## src/design/sps_pkg.sv

```systemverilog
package sps_pkg;

  // Field widths
  localparam int TYPE_W    = 2;
  localparam int SERVO_W   = 3;
  localparam int ANG_W     = 11;
  localparam int CANG_W    = 8;
  localparam int CHAN_W    = 2;
  localparam int DUTY_W    = 15;
  localparam int PULSE_W   = 15;
  localparam int RET_W     = 16;
  localparam int IDLE_W    = 17;
  localparam int CFG_W     = 17;
  localparam int CFG_IDX_W = 2;
  localparam int IN_DATA_W  = 32;
  localparam int OUT_DATA_W = 24;

  // Angle range and duty scale
  localparam logic [CANG_W-1:0] ANGLE_MAX = 8'd180;
  localparam logic [DUTY_W-1:0] FULL_DUTY = 15'd16384;

  // Divide by 180 through a reciprocal: floor(2^30 / 180)
  localparam logic [22:0] DIV180_M = 23'd5965232;
  localparam int          DIV180_K = 30;

  // 16384 / 20000 reduces to 512 / 625; floor(2^33 / 625)
  localparam int          PERIOD_SHIFT = 9;
  localparam logic [9:0]  PERIOD_DIV   = 10'd625;
  localparam logic [23:0] DIV625_M     = 24'd13743895;
  localparam int          DIV625_K     = 33;

  // Register reset values
  localparam logic [PULSE_W-1:0] MIN_PULSE_RST = 15'd500;
  localparam logic [PULSE_W-1:0] MAX_PULSE_RST = 15'd2500;
  localparam logic [RET_W-1:0]   RETURN_RST    = 16'd300;
  localparam logic [IDLE_W-1:0]  TIMEOUT_RST   = 17'd60000;
  localparam logic [CANG_W-1:0]  NEUTRAL_RST   = 8'd90;

  typedef enum logic [CFG_IDX_W-1:0] {
    CFG_MIN_PULSE    = 2'd0,
    CFG_MAX_PULSE    = 2'd1,
    CFG_RETURN       = 2'd2,
    CFG_IDLE_TIMEOUT = 2'd3
  } cfg_reg_e;

  typedef enum logic [TYPE_W-1:0] {
    REQ_DIRECT = 2'd0,
    REQ_QUEUE  = 2'd1,
    REQ_TICK   = 2'd2
  } req_e;

  typedef enum logic [2:0] {
    ST_IDLE,
    ST_QTAKE,
    ST_DUTY,
    ST_WAIT,
    ST_EMIT
  } state_e;

  typedef struct packed {
    req_e               kind;
    logic [SERVO_W-1:0] servo;
    logic [CANG_W-1:0]  ang;
    logic [CANG_W-1:0]  neu;
  } item_t;

  typedef struct packed {
    logic [SERVO_W-1:0] servo;
    logic [CANG_W-1:0]  target;
    logic [CANG_W-1:0]  neutral;
  } qent_t;

  localparam int QENT_W = SERVO_W + 2 * CANG_W;

  typedef struct packed {
    logic [PULSE_W-1:0] min_pulse;
    logic [PULSE_W-1:0] max_pulse;
    logic [RET_W-1:0]   return_ms;
    logic [IDLE_W-1:0]  idle_timeout;
  } cfg_t;

  typedef struct packed {
    logic [CHAN_W-1:0] chan;
    logic [DUTY_W-1:0] duty;
    logic              dropped;
    logic              last;
  } res_t;

endpackage

```

## src/design/servo_pulse_sequencer.sv

```systemverilog
// Servo pulse sequencer: maps servo commands to 15-bit duty counts (full scale 16384) of a 20 ms period.
// Input stream: s_axis_tuser carries the request kind (direct set, queued quick
// action, millisecond tick); s_axis_tdata carries servo number and angles.
// Output stream: one item per channel update, channel and duty in tdata, the
// queue-full drop flag in tuser, tlast on the final result of a request.
// Configuration: write cfg_we_i with a register index and data; only while idle.
// A two-entry request queue sits in front, so a request is taken in the cycle it
// arrives while the queue has room; requests are then carried out one at a time.
// Flow: a queue write, a plain tick or an ignored request leaves the back end
// idle; each duty result passes from request pickup through ST_DUTY, the
// five-stage duty pipeline and ST_WAIT to the output register; a power-down
// emits one result per cycle per channel while the receiver is ready; a dropped quick action one.
// Taking a quick action from the command queue adds the ST_QTAKE state for its RAM read.
// Reset clears the queues, the hold and idle counters, and restores the
// register defaults; the command store itself is not cleared.
// When the receiver stalls, the finished result waits in the output register,
// the back end holds, and the front keeps taking requests until its queue is full.
module servo_pulse_sequencer #(
  parameter int NUM_SERVOS  = 4,
  parameter int QUEUE_DEPTH = 8
) (
  input  logic                           clk_i,
  input  logic                           rst_ni,
  input  logic                           s_axis_tvalid,
  output logic                           s_axis_tready,
  // servo_index [2:0], angle [13:3], return_angle [24:14]
  input  logic [sps_pkg::IN_DATA_W-1:0]  s_axis_tdata,
  // req_type [1:0]
  input  logic [sps_pkg::TYPE_W-1:0]     s_axis_tuser,
  output logic                           m_axis_tvalid,
  input  logic                           m_axis_tready,
  // channel [1:0], duty [16:2]
  output logic [sps_pkg::OUT_DATA_W-1:0] m_axis_tdata,
  // dropped [0]
  output logic [0:0]                     m_axis_tuser,
  output logic                           m_axis_tlast,
  input  logic                           cfg_we_i,
  input  logic [sps_pkg::CFG_IDX_W-1:0]  cfg_idx_i,
  input  logic [sps_pkg::CFG_W-1:0]      cfg_data_i
);

  sps_pkg::cfg_t  cfg_q, cfg_d;
  sps_pkg::item_t item;
  sps_pkg::res_t  res;
  logic           item_valid, pop, busy;

  // Update the addressed configuration register
  always_comb begin
    cfg_d = cfg_q;
    if (cfg_we_i) begin
      case (cfg_idx_i)
        sps_pkg::CFG_MIN_PULSE:    cfg_d.min_pulse    = cfg_data_i[sps_pkg::PULSE_W-1:0];
        sps_pkg::CFG_MAX_PULSE:    cfg_d.max_pulse    = cfg_data_i[sps_pkg::PULSE_W-1:0];
        sps_pkg::CFG_RETURN:       cfg_d.return_ms    = cfg_data_i[sps_pkg::RET_W-1:0];
        sps_pkg::CFG_IDLE_TIMEOUT: cfg_d.idle_timeout = cfg_data_i[sps_pkg::IDLE_W-1:0];
        default: begin
        end
      endcase
    end
  end

  always_ff @(posedge clk_i or negedge rst_ni) begin
    if (!rst_ni) begin
      cfg_q.min_pulse    <= sps_pkg::MIN_PULSE_RST;
      cfg_q.max_pulse    <= sps_pkg::MAX_PULSE_RST;
      cfg_q.return_ms    <= sps_pkg::RETURN_RST;
      cfg_q.idle_timeout <= sps_pkg::TIMEOUT_RST;
    end else begin
      cfg_q <= cfg_d;
    end
  end

  sps_front u_front (
    .clk_i        (clk_i),
    .rst_ni       (rst_ni),
    .in_valid_i   (s_axis_tvalid),
    .in_ready_o   (s_axis_tready),
    .in_data_i    (s_axis_tdata),
    .in_type_i    (s_axis_tuser),
    .pop_i        (pop),
    .item_valid_o (item_valid),
    .item_o       (item)
  );

  sps_back #(
    .NUM_SERVOS  (NUM_SERVOS),
    .QUEUE_DEPTH (QUEUE_DEPTH)
  ) u_back (
    .clk_i        (clk_i),
    .rst_ni       (rst_ni),
    .cfg_i        (cfg_q),
    .item_valid_i (item_valid),
    .item_i       (item),
    .pop_o        (pop),
    .busy_o       (busy),
    .out_valid_o  (m_axis_tvalid),
    .out_ready_i  (m_axis_tready),
    .out_o        (res)
  );

  // Pack the result
  assign m_axis_tdata = {(sps_pkg::OUT_DATA_W - sps_pkg::CHAN_W - sps_pkg::DUTY_W)'(0),
                         res.duty, res.chan};
  assign m_axis_tuser = res.dropped;
  assign m_axis_tlast = res.last;

`ifndef ASSERT_OFF
  // The back end takes a waiting request exactly when it is idle
  a_pickup: assert property (@(posedge clk_i) disable iff (!rst_ni)
    pop == (item_valid && !busy))
    else $error("request pickup out of step with back end state");

  // A drop report carries no channel or duty and ends its request
  a_drop_form: assert property (@(posedge clk_i) disable iff (!rst_ni)
    (m_axis_tvalid && m_axis_tuser[0]) |-> (m_axis_tlast && (m_axis_tdata == '0)))
    else $error("malformed drop report");

  // Duty never exceeds the full period count
  a_duty_max: assert property (@(posedge clk_i) disable iff (!rst_ni)
    m_axis_tvalid |-> (res.duty <= sps_pkg::FULL_DUTY))
    else $error("duty above full scale");
`endif

endmodule

```

## src/design/sps_ram.sv

```systemverilog
module sps_ram #(
  parameter int WIDTH = 19,
  parameter int DEPTH = 8,
  localparam int AW = (DEPTH > 1) ? $clog2(DEPTH) : 1
) (
  input  logic             clk_i,
  input  logic             we_i,
  input  logic [AW-1:0]    waddr_i,
  input  logic [WIDTH-1:0] wdata_i,
  input  logic             re_i,
  input  logic [AW-1:0]    raddr_i,
  output logic [WIDTH-1:0] rdata_o
);

  logic [WIDTH-1:0] mem_q [DEPTH];
  logic [WIDTH-1:0] rdata_q;

  // Write port and registered read port
  always_ff @(posedge clk_i) begin
    if (we_i) begin
      mem_q[waddr_i] <= wdata_i;
    end
    if (re_i) begin
      rdata_q <= mem_q[raddr_i];
    end
  end

  assign rdata_o = rdata_q;

endmodule

```

## src/design/sps_duty.sv

```systemverilog
module sps_duty (
  input  logic                        clk_i,
  input  logic                        rst_ni,
  input  logic                        req_i,
  input  logic [sps_pkg::CANG_W-1:0]  ang_i,
  input  logic [sps_pkg::PULSE_W-1:0] lo_i,
  input  logic [sps_pkg::PULSE_W-1:0] hi_i,
  output logic                        valid_o,
  output logic [sps_pkg::DUTY_W-1:0]  duty_o
);

  localparam int LAT = 5;

  logic [LAT-1:0] valid_q;

  logic                        fall;
  logic [sps_pkg::PULSE_W-1:0] diff;
  logic [22:0]                 prod1_d, prod1_q, prod2_q;
  logic                        fall1_q, fall2_q;
  logic [45:0]                 mul2;
  logic [15:0]                 est1_q;
  logic [23:0]                 rem1;
  logic [15:0]                 quo1;
  logic [sps_pkg::PULSE_W-1:0] pulse_d, pulse_q;
  logic [23:0]                 num, num_q;
  logic [47:0]                 mul4;
  logic [14:0]                 est2_q;
  logic [23:0]                 rem2;
  logic [15:0]                 quo2;
  logic [sps_pkg::DUTY_W-1:0]  duty_d, duty_q;

  // Stage 1: span of the pulse range times the angle
  assign fall    = (hi_i < lo_i);
  assign diff    = fall ? (lo_i - hi_i) : (hi_i - lo_i);
  assign prod1_d = 23'(ang_i) * 23'(diff);

  // Stage 2: estimate of the quotient by 180
  assign mul2 = 46'(prod1_q) * 46'(sps_pkg::DIV180_M);

  // Stage 3: correct the estimate and offset from the zero-angle pulse
  assign rem1 = 24'(prod2_q) - 24'(est1_q) * 24'(sps_pkg::ANGLE_MAX);
  assign quo1 = est1_q + 16'(rem1 >= 24'(sps_pkg::ANGLE_MAX));
  assign pulse_d = fall2_q ? 15'(17'(lo_i) - 17'(quo1)) : 15'(17'(lo_i) + 17'(quo1));

  // Stage 4: scale the pulse to the period, estimate the quotient by 625
  assign num  = {pulse_q, sps_pkg::PERIOD_SHIFT'(0)};
  assign mul4 = 48'(num) * 48'(sps_pkg::DIV625_M);

  // Stage 5: correct and saturate at full duty
  assign rem2   = num_q - 24'(est2_q) * 24'(sps_pkg::PERIOD_DIV);
  assign quo2   = 16'(est2_q) + 16'(rem2 >= 24'(sps_pkg::PERIOD_DIV));
  assign duty_d = (quo2 > 16'(sps_pkg::FULL_DUTY)) ? sps_pkg::FULL_DUTY : quo2[14:0];

  // Hold the payload of each stage
  always_ff @(posedge clk_i) begin
    prod1_q <= prod1_d;
    fall1_q <= fall;
    est1_q  <= mul2[sps_pkg::DIV180_K +: 16];
    prod2_q <= prod1_q;
    fall2_q <= fall1_q;
    pulse_q <= pulse_d;
    est2_q  <= mul4[sps_pkg::DIV625_K +: 15];
    num_q   <= num;
    duty_q  <= duty_d;
  end

  // Advance the valid marks alongside the payload
  always_ff @(posedge clk_i or negedge rst_ni) begin
    if (!rst_ni) begin
      valid_q <= '0;
    end else begin
      valid_q <= {valid_q[LAT-2:0], req_i};
    end
  end

  assign valid_o = valid_q[LAT-1];
  assign duty_o  = duty_q;

endmodule

```

## src/design/sps_back.sv

```systemverilog
module sps_back #(
  parameter int NUM_SERVOS  = 4,
  parameter int QUEUE_DEPTH = 8
) (
  input  logic           clk_i,
  input  logic           rst_ni,
  input  sps_pkg::cfg_t  cfg_i,
  input  logic           item_valid_i,
  input  sps_pkg::item_t item_i,
  output logic           pop_o,
  output logic           busy_o,
  output logic           out_valid_o,
  input  logic           out_ready_i,
  output sps_pkg::res_t  out_o
);

  localparam int PTR_W = (QUEUE_DEPTH > 1) ? $clog2(QUEUE_DEPTH) : 1;
  localparam int CNT_W = $clog2(QUEUE_DEPTH + 1);
  localparam logic [sps_pkg::CHAN_W-1:0] LAST_CHAN = sps_pkg::CHAN_W'(NUM_SERVOS - 1);

  sps_pkg::state_e state_q, state_d;

  logic [PTR_W-1:0]             head_q, head_d;
  logic [CNT_W-1:0]             count_q, count_d;
  logic                         returning_q, returning_d;
  logic [sps_pkg::RET_W-1:0]    countdown_q, countdown_d;
  logic [sps_pkg::SERVO_W-1:0]  pend_servo_q, pend_servo_d;
  logic [sps_pkg::CANG_W-1:0]   pend_neu_q, pend_neu_d;
  logic [sps_pkg::IDLE_W-1:0]   idle_q, idle_d, idle_next;
  logic                         op2_pend_q, op2_pend_d;
  logic                         pdn_q, pdn_d;
  logic [sps_pkg::CHAN_W-1:0]   pdn_cnt_q, pdn_cnt_d;
  logic                         out_valid_q, out_valid_d;

  logic [sps_pkg::CHAN_W-1:0]   op_chan_q, op_chan_d;
  logic [sps_pkg::CANG_W-1:0]   op_ang_q, op_ang_d;
  logic [sps_pkg::CANG_W-1:0]   op2_ang_q, op2_ang_d;
  sps_pkg::res_t                res_q, res_d;
  sps_pkg::res_t                out_q, out_d;

  logic                         ram_we, ram_re;
  logic [PTR_W-1:0]             wslot;
  logic [CNT_W:0]               slot_sum;
  logic [sps_pkg::QENT_W-1:0]   ram_rdata;
  sps_pkg::qent_t               wr_ent;
  logic                         duty_req, duty_valid;
  logic [sps_pkg::DUTY_W-1:0]   duty;
  logic                         out_free;

  function automatic logic servo_ok(input logic [sps_pkg::SERVO_W-1:0] s);
    return (s != '0) && (32'(s) <= NUM_SERVOS);
  endfunction

  function automatic logic [sps_pkg::CHAN_W-1:0] chan_of(
      input logic [sps_pkg::SERVO_W-1:0] s);
    logic [sps_pkg::SERVO_W-1:0] t;
    t = s - sps_pkg::SERVO_W'(1);
    return t[sps_pkg::CHAN_W-1:0];
  endfunction

  // Tail slot of the command queue
  assign slot_sum = (CNT_W+1)'(head_q) + (CNT_W+1)'(count_q);
  always_comb begin
    logic [CNT_W:0] wrapped;
    wrapped = (slot_sum >= (CNT_W+1)'(QUEUE_DEPTH)) ?
              (slot_sum - (CNT_W+1)'(QUEUE_DEPTH)) : slot_sum;
    wslot = wrapped[PTR_W-1:0];
  end

  assign wr_ent.servo   = item_i.servo;
  assign wr_ent.target  = item_i.ang;
  assign wr_ent.neutral = item_i.neu;

  assign idle_next = (idle_q == '1) ? idle_q : (idle_q + 1'b1);
  assign out_free  = !out_valid_q || out_ready_i;

  sps_ram #(
    .WIDTH (sps_pkg::QENT_W),
    .DEPTH (QUEUE_DEPTH)
  ) u_queue (
    .clk_i   (clk_i),
    .we_i    (ram_we),
    .waddr_i (wslot),
    .wdata_i (wr_ent),
    .re_i    (ram_re),
    .raddr_i (head_q),
    .rdata_o (ram_rdata)
  );

  sps_duty u_duty (
    .clk_i   (clk_i),
    .rst_ni  (rst_ni),
    .req_i   (duty_req),
    .ang_i   (op_ang_q),
    .lo_i    (cfg_i.min_pulse),
    .hi_i    (cfg_i.max_pulse),
    .valid_o (duty_valid),
    .duty_o  (duty)
  );

  // Next state, queue bookkeeping and result sequencing
  always_comb begin
    sps_pkg::qent_t             qent;
    logic [sps_pkg::CHAN_W-1:0] nxt;

    qent         = sps_pkg::qent_t'(ram_rdata);
    nxt          = pdn_cnt_q + 1'b1;
    state_d      = state_q;
    head_d       = head_q;
    count_d      = count_q;
    returning_d  = returning_q;
    countdown_d  = countdown_q;
    pend_servo_d = pend_servo_q;
    pend_neu_d   = pend_neu_q;
    idle_d       = idle_q;
    op2_pend_d   = op2_pend_q;
    pdn_d        = pdn_q;
    pdn_cnt_d    = pdn_cnt_q;
    op_chan_d    = op_chan_q;
    op_ang_d     = op_ang_q;
    op2_ang_d    = op2_ang_q;
    res_d        = res_q;
    out_d        = out_q;
    out_valid_d  = out_valid_q && !out_ready_i;
    pop_o        = 1'b0;
    ram_we       = 1'b0;
    ram_re       = 1'b0;
    duty_req     = 1'b0;

    case (state_q)
      sps_pkg::ST_IDLE: begin
        ram_re = 1'b1;
        if (item_valid_i) begin
          pop_o = 1'b1;
          case (item_i.kind)
            sps_pkg::REQ_DIRECT: begin
              if (servo_ok(item_i.servo)) begin
                op_chan_d  = chan_of(item_i.servo);
                op_ang_d   = item_i.ang;
                op2_pend_d = 1'b0;
                idle_d     = '0;
                state_d    = sps_pkg::ST_DUTY;
              end
            end
            sps_pkg::REQ_QUEUE: begin
              if (count_q == CNT_W'(QUEUE_DEPTH)) begin
                // Queue full: report the drop
                res_d.chan    = '0;
                res_d.duty    = '0;
                res_d.dropped = 1'b1;
                res_d.last    = 1'b1;
                pdn_d         = 1'b0;
                state_d       = sps_pkg::ST_EMIT;
              end else begin
                ram_we  = 1'b1;
                count_d = count_q + 1'b1;
              end
            end
            sps_pkg::REQ_TICK: begin
              idle_d = idle_next;
              if (returning_q) begin
                if (countdown_q > sps_pkg::RET_W'(1)) begin
                  countdown_d = countdown_q - 1'b1;
                end else begin
                  countdown_d = '0;
                  returning_d = 1'b0;
                  if (servo_ok(pend_servo_q)) begin
                    op_chan_d  = chan_of(pend_servo_q);
                    op_ang_d   = pend_neu_q;
                    op2_pend_d = 1'b0;
                    idle_d     = '0;
                    state_d    = sps_pkg::ST_DUTY;
                  end
                end
              end else if (count_q != '0) begin
                state_d = sps_pkg::ST_QTAKE;
              end else if (idle_next > cfg_i.idle_timeout) begin
                // Power down every channel
                idle_d        = '0;
                pdn_d         = 1'b1;
                pdn_cnt_d     = '0;
                res_d.chan    = '0;
                res_d.duty    = '0;
                res_d.dropped = 1'b0;
                res_d.last    = (LAST_CHAN == '0);
                state_d       = sps_pkg::ST_EMIT;
              end
            end
            default: begin
            end
          endcase
        end
      end

      sps_pkg::ST_QTAKE: begin
        // Take the oldest quick action and start its hold when a return time is set
        head_d       = (head_q == PTR_W'(QUEUE_DEPTH - 1)) ? '0 : (head_q + 1'b1);
        count_d      = count_q - 1'b1;
        pend_servo_d = qent.servo;
        pend_neu_d   = qent.neutral;
        if (cfg_i.return_ms != '0) begin
          returning_d = 1'b1;
          countdown_d = cfg_i.return_ms;
        end
        if (servo_ok(qent.servo)) begin
          op_chan_d  = chan_of(qent.servo);
          op_ang_d   = qent.target;
          op2_ang_d  = qent.neutral;
          op2_pend_d = (cfg_i.return_ms == '0);
          idle_d     = '0;
          state_d    = sps_pkg::ST_DUTY;
        end else begin
          state_d = sps_pkg::ST_IDLE;
        end
      end

      sps_pkg::ST_DUTY: begin
        duty_req = 1'b1;
        state_d  = sps_pkg::ST_WAIT;
      end

      sps_pkg::ST_WAIT: begin
        if (duty_valid) begin
          res_d.chan    = op_chan_q;
          res_d.duty    = duty;
          res_d.dropped = 1'b0;
          res_d.last    = !op2_pend_q;
          state_d       = sps_pkg::ST_EMIT;
        end
      end

      sps_pkg::ST_EMIT: begin
        if (out_free) begin
          out_valid_d = 1'b1;
          out_d       = res_q;
          if (pdn_q && (pdn_cnt_q != LAST_CHAN)) begin
            pdn_cnt_d  = nxt;
            res_d.chan = nxt;
            res_d.last = (nxt == LAST_CHAN);
          end else if (op2_pend_q) begin
            op_ang_d   = op2_ang_q;
            op2_pend_d = 1'b0;
            state_d    = sps_pkg::ST_DUTY;
          end else begin
            pdn_d   = 1'b0;
            state_d = sps_pkg::ST_IDLE;
          end
        end
      end

      default: begin
        state_d = sps_pkg::ST_IDLE;
      end
    endcase
  end

  // Control state
  always_ff @(posedge clk_i or negedge rst_ni) begin
    if (!rst_ni) begin
      state_q      <= sps_pkg::ST_IDLE;
      head_q       <= '0;
      count_q      <= '0;
      returning_q  <= 1'b0;
      countdown_q  <= '0;
      pend_servo_q <= '0;
      pend_neu_q   <= sps_pkg::NEUTRAL_RST;
      idle_q       <= '0;
      op2_pend_q   <= 1'b0;
      pdn_q        <= 1'b0;
      pdn_cnt_q    <= '0;
      out_valid_q  <= 1'b0;
    end else begin
      state_q      <= state_d;
      head_q       <= head_d;
      count_q      <= count_d;
      returning_q  <= returning_d;
      countdown_q  <= countdown_d;
      pend_servo_q <= pend_servo_d;
      pend_neu_q   <= pend_neu_d;
      idle_q       <= idle_d;
      op2_pend_q   <= op2_pend_d;
      pdn_q        <= pdn_d;
      pdn_cnt_q    <= pdn_cnt_d;
      out_valid_q  <= out_valid_d;
    end
  end

  // Payload
  always_ff @(posedge clk_i) begin
    op_chan_q <= op_chan_d;
    op_ang_q  <= op_ang_d;
    op2_ang_q <= op2_ang_d;
    res_q     <= res_d;
    out_q     <= out_d;
  end

  assign busy_o      = (state_q != sps_pkg::ST_IDLE);
  assign out_valid_o = out_valid_q;
  assign out_o       = out_q;

endmodule

```

## src/design/sps_front.sv

```systemverilog
module sps_front (
  input  logic                          clk_i,
  input  logic                          rst_ni,
  input  logic                          in_valid_i,
  output logic                          in_ready_o,
  input  logic [sps_pkg::IN_DATA_W-1:0] in_data_i,
  input  logic [sps_pkg::TYPE_W-1:0]    in_type_i,
  input  logic                          pop_i,
  output logic                          item_valid_o,
  output sps_pkg::item_t                item_o
);

  sps_pkg::item_t ent;
  sps_pkg::item_t fifo_q [2];
  logic           wr_q, rd_q;
  logic [1:0]     cnt_q;
  logic           keep, push, pop;

  logic signed [sps_pkg::ANG_W-1:0] ang_raw, neu_raw;

  function automatic logic [sps_pkg::CANG_W-1:0] clamp(
      input logic signed [sps_pkg::ANG_W-1:0] a);
    logic [sps_pkg::CANG_W-1:0] r;
    if (a[sps_pkg::ANG_W-1]) begin
      r = '0;
    end else if (a[sps_pkg::ANG_W-2:0] > (sps_pkg::ANG_W-1)'(sps_pkg::ANGLE_MAX)) begin
      r = sps_pkg::ANGLE_MAX;
    end else begin
      r = a[sps_pkg::CANG_W-1:0];
    end
    return r;
  endfunction

  // Unpack and classify the request
  assign ang_raw = in_data_i[sps_pkg::SERVO_W +: sps_pkg::ANG_W];
  assign neu_raw = in_data_i[sps_pkg::SERVO_W + sps_pkg::ANG_W +: sps_pkg::ANG_W];

  always_comb begin
    ent.kind  = sps_pkg::req_e'(in_type_i);
    ent.servo = in_data_i[sps_pkg::SERVO_W-1:0];
    ent.ang   = clamp(ang_raw);
    ent.neu   = clamp(neu_raw);
    case (in_type_i)
      sps_pkg::REQ_DIRECT, sps_pkg::REQ_QUEUE, sps_pkg::REQ_TICK: keep = 1'b1;
      default: keep = 1'b0;
    endcase
  end

  // Drop unused request types at the door; queue the rest
  assign in_ready_o   = (cnt_q != 2'd2);
  assign push         = in_valid_i && in_ready_o && keep;
  assign item_valid_o = (cnt_q != 2'd0);
  assign pop          = pop_i && item_valid_o;
  assign item_o       = fifo_q[rd_q];

  always_ff @(posedge clk_i or negedge rst_ni) begin
    if (!rst_ni) begin
      wr_q  <= 1'b0;
      rd_q  <= 1'b0;
      cnt_q <= 2'd0;
    end else begin
      if (push) begin
        wr_q <= !wr_q;
      end
      if (pop) begin
        rd_q <= !rd_q;
      end
      cnt_q <= cnt_q + 2'(push) - 2'(pop);
    end
  end

  always_ff @(posedge clk_i) begin
    if (push) begin
      fifo_q[wr_q] <= ent;
    end
  end

endmodule
```

## config.mk

```make
export PLATFORM = sky130hd
export DESIGN_NAME = servo_pulse_sequencer
export DESIGN_NICKNAME = d
export VERILOG_FILES = /design/src/design/sps_pkg.sv /design/src/design/servo_pulse_sequencer.sv /design/src/design/sps_ram.sv /design/src/design/sps_duty.sv /design/src/design/sps_back.sv /design/src/design/sps_front.sv
export SDC_FILE = /design/constraint.sdc
export NUM_CORES = 2
export LEC_CHECK = 0
export BUFFER_PORTS_ARGS = -buffer_cell sky130_fd_sc_hd__buf_4
export CORE_MARGIN = 5
export CORE_UTILIZATION = 45
export CTS_CLUSTER_DIAMETER = 200
export DETAILED_ROUTE_END_ITERATION = 6
export GPL_ROUTABILITY_DRIVEN = 0
export GPL_TIMING_DRIVEN = 0
export PLACE_DENSITY = 0.58
export RECOVER_POWER = 25
export SYNTH_ARGS = -nofsm -noshare
export SYNTH_HDL_FRONTEND = slang
export SYNTH_SLANG_ARGS = --single-unit
```

## constraint.sdc

```tcl
create_clock -name clk_i -period 11.9 [get_ports clk_i]
set_clock_uncertainty 0.2 [all_clocks]
set_input_delay 2.38 -clock clk_i [delete_from_list [all_inputs] [get_ports clk_i]]
set_output_delay 2.38 -clock clk_i [all_outputs]
set_load 0.01 [all_outputs]
```

=== After elaboration in Yosys (flattened, before gate mapping) ===
Memories as Yosys holds them, arrays and structs flattened. A register that Yosys moved wholly into a read port is not among the register bits.
Cells that the tools add are included.

* Bits in registers: 312
* Latch bits: 0
* Bits in writable memories: 194
* Memory bits (read-only): 0
* Logic and storage cells: 300
* Memories kept: 2

{| class="wikitable"
|+ Memory list
! name !! words !! width !! rd ports !! clocked after Yosys merged registers in !! wr ports !! RTL line !! source
|-
| u_back.u_queue.mem_q || 8 || 19 || 1 || 1 || 1 || sps_ram.sv:15 || <nowiki>logic [WIDTH-1:0] mem_q [DEPTH];</nowiki>
|-
| u_front.fifo_q || 2 || 21 || 1 || 0 || 1 || sps_front.sv:14 || <nowiki>sps_pkg::item_t fifo_q [2];</nowiki>
|}

* Add/sub/neg operators: 21
* Multipliers: 5
* Div/mod/pow operators: 0
* Order comparisons: 12
* Equal/unequal tests: 47
* Shift operators: 0
* Muxes and demuxes: 124
* Bitwise operators: 0
* Reductions and logical operators: 49

{| class="wikitable"
|+ Operators with widths
! cell !! number
|-
| 2-to-1 mux 17 bit || 9
|-
| 2-to-1 mux 19 bit || 6
|-
| 2-to-1 mux 8 bit || 13
|-
| 2-to-1 mux 16 bit || 5
|-
| one-hot mux 17 bit (2 select lines) || 2
|-
| one-hot mux 16 bit (2 select lines) || 2
|-
| subtractor 15 bit || 3
|-
| multiplier 23 x 19 -> 42 bit, second input constant || 1
|-
| AND reduction 10 bit || 4
|-
| multiplier 15 x 24 -> 39 bit, second input constant || 1
|-
| 2-to-1 mux 3 bit || 13
|-
| 2-to-1 mux 1 bit || 38
|-
| one-hot mux 19 bit (2 select lines) || 1
|-
| 2-to-1 mux 15 bit || 2
|-
| 2-to-1 mux 2 bit || 15
|-
| greater-or-equal comparator 24 x 10 -> 1 bit, second input constant || 1
|-
| greater-or-equal comparator 24 x 8 -> 1 bit, second input constant || 1
|-
| multiplier 15 x 10 -> 24 bit, second input constant || 1
|-
| one-hot mux 8 bit (3 select lines) || 1
|-
| AND reduction 8 bit || 3
|-
| subtractor 23 x 24 -> 24 bit || 1
|-
| subtractor 24 bit || 1
|-
| multiplier 8 x 15 -> 23 bit || 1
|-
| multiplier 16 x 6 -> 22 bit, second input constant || 1
|-
| 58 further kinds || 132
|}

=== Longest topological paths before layout ===
* Depth after elaboration: 9
* Gate-level depth with buffers: 45
* Depth with buffers taken out: 45

=== Hierarchy ===
A second synthesis with hierarchy kept.

* Cell total of the unflattened synthesis: 4235
* Area, all modules: 45635.0 um^2

{| class="wikitable"
|+ Modules (own cells, without submodules)
! module !! times used !! cells each !! area an instance (um^2) !! seq. area each (um^2)
|-
| sps_duty || 1 || 3060 || 28184.5 || 2567.5
|-
| sps_back || 1 || 658 || 6563.8 || 3188.1
|-
| sps_ram || 1 || 251 || 6449.9 || 5134.9
|-
| servo_pulse_sequencer || 1 || 142 || 2458.6 || 1604.0
|-
| sps_front || 1 || 124 || 1978.1 || 1361.3
|}

=== Worst setup path before layout ===
OpenSTA, ideal clock, no wires.

* Path kind: register to register
* Start: register u_back.u_duty.est1_q[1]
* End: register u_back.u_duty.pulse_q[14] (netlist bit)
* Data arrival time: 8.248 ns
* Data required time: 11.579 ns
* Setup slack: 3.332 ns
* Stages on the path, launching flop included: 40
* Period minus slack after synthesis: 8.568 ns
* Path through: dfxtp_1 > ha_1 > xor2_1 > ha_1 > inv_1 > fa_1 > inv_1 > ha_1 > a21oi_1 > nand2b_1 > a21boi_0 > o41ai_1 > o21ai_0 > o21ai_0 > nand2b_1 > xnor2_1 > ha_1 > nand2_1 > [... 4 more ...] > xnor2_1 > o2111ai_1 > ha_1 > ha_1 > inv_1 > ha_1 > mux2i_1 > fa_1 > a21o_1 > a21oi_1 > o21ai_0 > a21oi_1 > nor2b_1 > o21a_1 > o31a_1 > o41ai_1 > o21ai_0 > xnor2_1

* Word-level cells in the longest chain between the ends: 6
* Elaborated cells between the ends (all ways): 7

{| class="wikitable"
|+ RTL lines
! item !! RTL line !! source
|-
| start, declared || sps_duty.sv:21 || <nowiki>logic [15:0] est1_q;</nowiki>
|-
| start signal, assigned || sps_duty.sv:58 || <nowiki>est1_q <= mul2[sps_pkg::DIV180_K +: 16];</nowiki>
|-
| multiplier 16 x 6 -> 22 bit || sps_duty.sv:41 || <nowiki>assign rem1 = 24'(prod2_q) - 24'(est1_q) * 24'(sps_pkg::ANGLE_MAX);</nowiki>
|-
| subtractor 23 x 24 -> 24 bit || sps_duty.sv:41 ||
|-
| greater-or-equal comparator 24 x 8 -> 1 bit || sps_duty.sv:42 || <nowiki>assign quo1 = est1_q + 16'(rem1 >= 24'(sps_pkg::ANGLE_MAX));</nowiki>
|-
| adder 15 x 1 -> 15 bit * || sps_duty.sv:42 ||
|-
| adder 15 bit or subtractor 15 bit (tied branches) || sps_duty.sv:43 || <nowiki>assign pulse_d = fall2_q ? 15'(17'(lo_i) - 17'(quo1)) : 15'(17'(lo_i) + 17'(quo1));</nowiki>
|-
| 2-to-1 mux 15 bit * || sps_duty.sv:43 ||
|-
| named net u_back.u_duty.pulse_d (one bit) || sps_duty.sv:24 || <nowiki>logic [sps_pkg::PULSE_W-1:0] pulse_d, pulse_q;</nowiki>
|-
| end signal, assigned || sps_duty.sv:61 || <nowiki>pulse_q <= pulse_d;</nowiki>
|-
| end, declared || sps_duty.sv:24 ||
|}

Mark *: on every way through the listed nets, which the timed path passes. The rest lies on a longest branch.
A chain may end at the register's enable or synchronous reset.

=== Worst setup path in the final report ===
Same ends and word-level chain as after synthesis.

==> metrics <==
final period utilization=86.52%; initial antenna violation count=5; sequential area share after synthesis=31.31%; DRT antenna net count=0; CTS tree=yes; gr ovfl total=0; Vias/cell=between 5 and 6; fin nets=5321; num rows=115; endpoint class of the critical path=register; DR vias=28800; core area=approximately 0.098 mm2; area delta synth->final=9.609%; Worst R2R End=u_back.u_duty.pulse_q[14]; H-tree Lvls=2; initial DRC count=1650; syn avg cell area=10.76 um2; Die W=323.6 um; Ys Warns=0; Arrival @ worst endpoint=~11 ns; vias in the first global route=approximately 30000; # clock sinks=approximately 520; most frequent cells in the layout=inv_1 (803), ha_1 (569), fa_1 (430); clk buf depth=3; Slowest-stage cell, CP=o41ai_1; Syn Inst Count=4113; HPWL after DPL=81.07 mm; mapped cell area=0.04426 mm2; final hold violations=0; most used cell, CP=ha_1; worst r2r src=u_back.u_duty.est1_q[1]; DR pass1 iterations=6; layout cells sized above 1=9.004%; Die ar.=0.1047 mm2; endpoints failing setup=0; violated checks=capacitance limit, slew limit; CP startpoint=u_back.u_duty.est1_q[1]; drt wl/cell=17.84 um; Worst Max-Slew Pin Slew=3.342 ns; Post-CTS Setup Repair Bufs=0; hold crit path type=register to register; Setup crit start kind=register; starting density of the core=45.17%; reg2reg setup slack=1.60 ns; Final min period=10.30 ns; Post-synth ARST share=between 20% and 30%; Slew Limit Fails=55; EDFF count, synth=269; Netlist cell types=86; Crit Path Class=register to register; prevailing post-synth register cell=edfxtp_1; die height=323.6 um; Reg2Reg Depth=42; TritonCTS buffer count=56; share of the synthesized area in the top cell type=between 15 and 20%; status=finished, violations left; Clock Latency Late Sink=0.64 ns; Tot GR Track Use=19.56%; CP Max Fanout=7; Yosys reg bits=between 500 and 600; first-pass GRT wire length=164.2 mm; RSZ-0062 raised after global routing=no; Post-route DRC=0; Final Routed Wirelength=99.93 mm; clock root buffer=clkbuf_16; Resized Gates After CTS=0; max_slew headroom=-122.8%; maximum clock frequency=97.13 MHz; synth top area cells=fa_1 (19%), edfxtp_1 (18%), ha_1 (16%); Data required, critical path=12.17 ns; Yosys top cell by area=fa_1; I/O pin cnt=86; maxcap violations=1; Hold Buf Count CTS=0; Reg clk slew, reported paths=0.06 ns; hold path start=u_back.u_duty.fall1_q; most common cell after layout, fill and taps aside=inv_1; Port Buf Inserts=a little over 70; CP endpoint=u_back.u_duty.pulse_q[14]; largest net degree at the start of global routing=79; peak per-stage delay on the critical path=0.63 ns; Setup TNS=0 ns
cell usage after synthesis (6+ instances only):
cell type  count
a211oi_1      13
a21boi_0      11
a21o_1        58
a21oi_1      126
a22oi_1       14
a31o_2         6
a31oi_1       31
a32oi_1        8
and2_1        84
and3_1        12
buf_1         10
buf_4          8
clkbuf_1      56
dfrtp_1      106
dfstp_2       26
dfxtp_1      122
edfxtp_1     269
fa_1         430
ha_1         569
inv_1        803
mux2_2        99
mux2i_1       33
mux4_2        38
nand2_1      228
nand2b_1      29
nand3_1       46
nand3b_1       9
nand4_1       28
nor2_1       185
nor2b_1       33
nor3_1        76
nor3b_1        9
nor4_1        17
o2111ai_1      6
o211ai_1      20
o21a_1        27
o21ai_0      156
o21bai_1       9
o22ai_1       12
o31ai_1        6
o41ai_1        6
or2_2         16
or3_1         15
xnor2_1      116
xor2_1        55
routing by layer:
metal	up-vias	wire, um	GRT usage, %
li1	14060	-	-
met1	14200	47640	28.13
met2	457	47240	32.67
met3	70	4008	2.702
met4	2	1023	2.757
met5	-	13	0
critical path, delay by kind of cell (launching register included):
family | cells | cell delay [ns]
adders and majority gates | 9 | 3.01
DFF | 1 | 0.53
and+or+nand+nor | 6 | 0.93
muxes | 1 | 0.11
xor gates and xnor gates | 3 | 0.50
buffers and inverters | 4 | 0.24
AOI/OAI and AO/OA | 19 | 4.61
registers in the layout (all words and copies together) (netlist names), 4 cells and up:
name	count
u_back.u_queue.mem_q	152
u_back.u_duty.valid_q	5
u_back.u_duty.duty_o	15
u_back.u_duty.prod2_q	21
u_back.u_duty.pulse_q	15
u_back.op_ang_q	8
cfg_q	63
u_back.u_duty.est1_q	16
u_front.fifo_q	42
u_back.out_o	19
u_back.countdown_q	16
u_back.u_queue.rdata_o	19
u_back.count_q	4
u_back.op2_ang_q	8
u_back.res_q	19
u_back.u_duty.est2_q	15
u_back.pend_neu_q	8
u_back.u_duty.prod1_q	23
u_back.idle_q	17
u_back.u_duty.num_q	15
worst min path at each step:
| stage | end | cells after the start |
|---|---|---|
| 2_1_floorplan | u_back.u_duty.fall2_q | 0 |
| 3_3_place_gp | u_back.u_duty.fall2_q | 0 |
| 3_5_place_dp | u_back.u_duty.fall2_q | 0 |
| 4_1_cts | u_back.u_duty.fall2_q | 0 |
| 5_1_grt | u_back.u_duty.fall2_q | 0 |
| 6_report | u_back.u_duty.fall2_q | 0 |
metrics by stage:
step / setup WS [ns] / utilization [%] / hold WS [ns] / cells / cell area (um2)
floorplan: 3.332 / - / 0.1096 / 4119 / 44280
global placement: 1.732 / 47.38 / 0.1117 / 5477 / 46430
detailed placement: 1.767 / 47.64 / 0.1161 / 5493 / 46690
CTS: 1.653 / 49.51 / 0.1303 / 5596 / 48520
global route: 0.7765 / 49.50 / 0.1405 / 5596 / 48500
finish: 1.604 / 49.51 / 0.1285 / 5600 / 48510
cell families (layout without fill, tap and decap cells):
kind of cell	after synthesis	in the layout	share of synthesized area (%)
XOR/XNOR	172	172	3.421
AO/OA/AOI/OAI	564	564	8.184
multiplexers	170	170	5.199
AND/OR/NAND/NOR	802	802	8.789
buffers and inverters	882	1072	7.559
adder cells (fa/ha/maj)	999	999	35.53
other	1	11	0.008473
flip-flops	523	523	31.31
cell type report:
class / instances / area, um2
inverter: 804 / 3018
clock buffer: 69 / 1541
fill: 8973 / 49480
sequential: 523 / 13860
buffer: 78 / 327.8
antenna: 4 / 10.01
tap: 1287 / 1610
timing repair buffer: 87 / 740.7
clock inverter: 34 / 290.3
multi-input combinational: 2714 / 27120
Power is not shown: default switching activity piles up to over one toggle a cycle in this logic, so the estimate is an artifact.
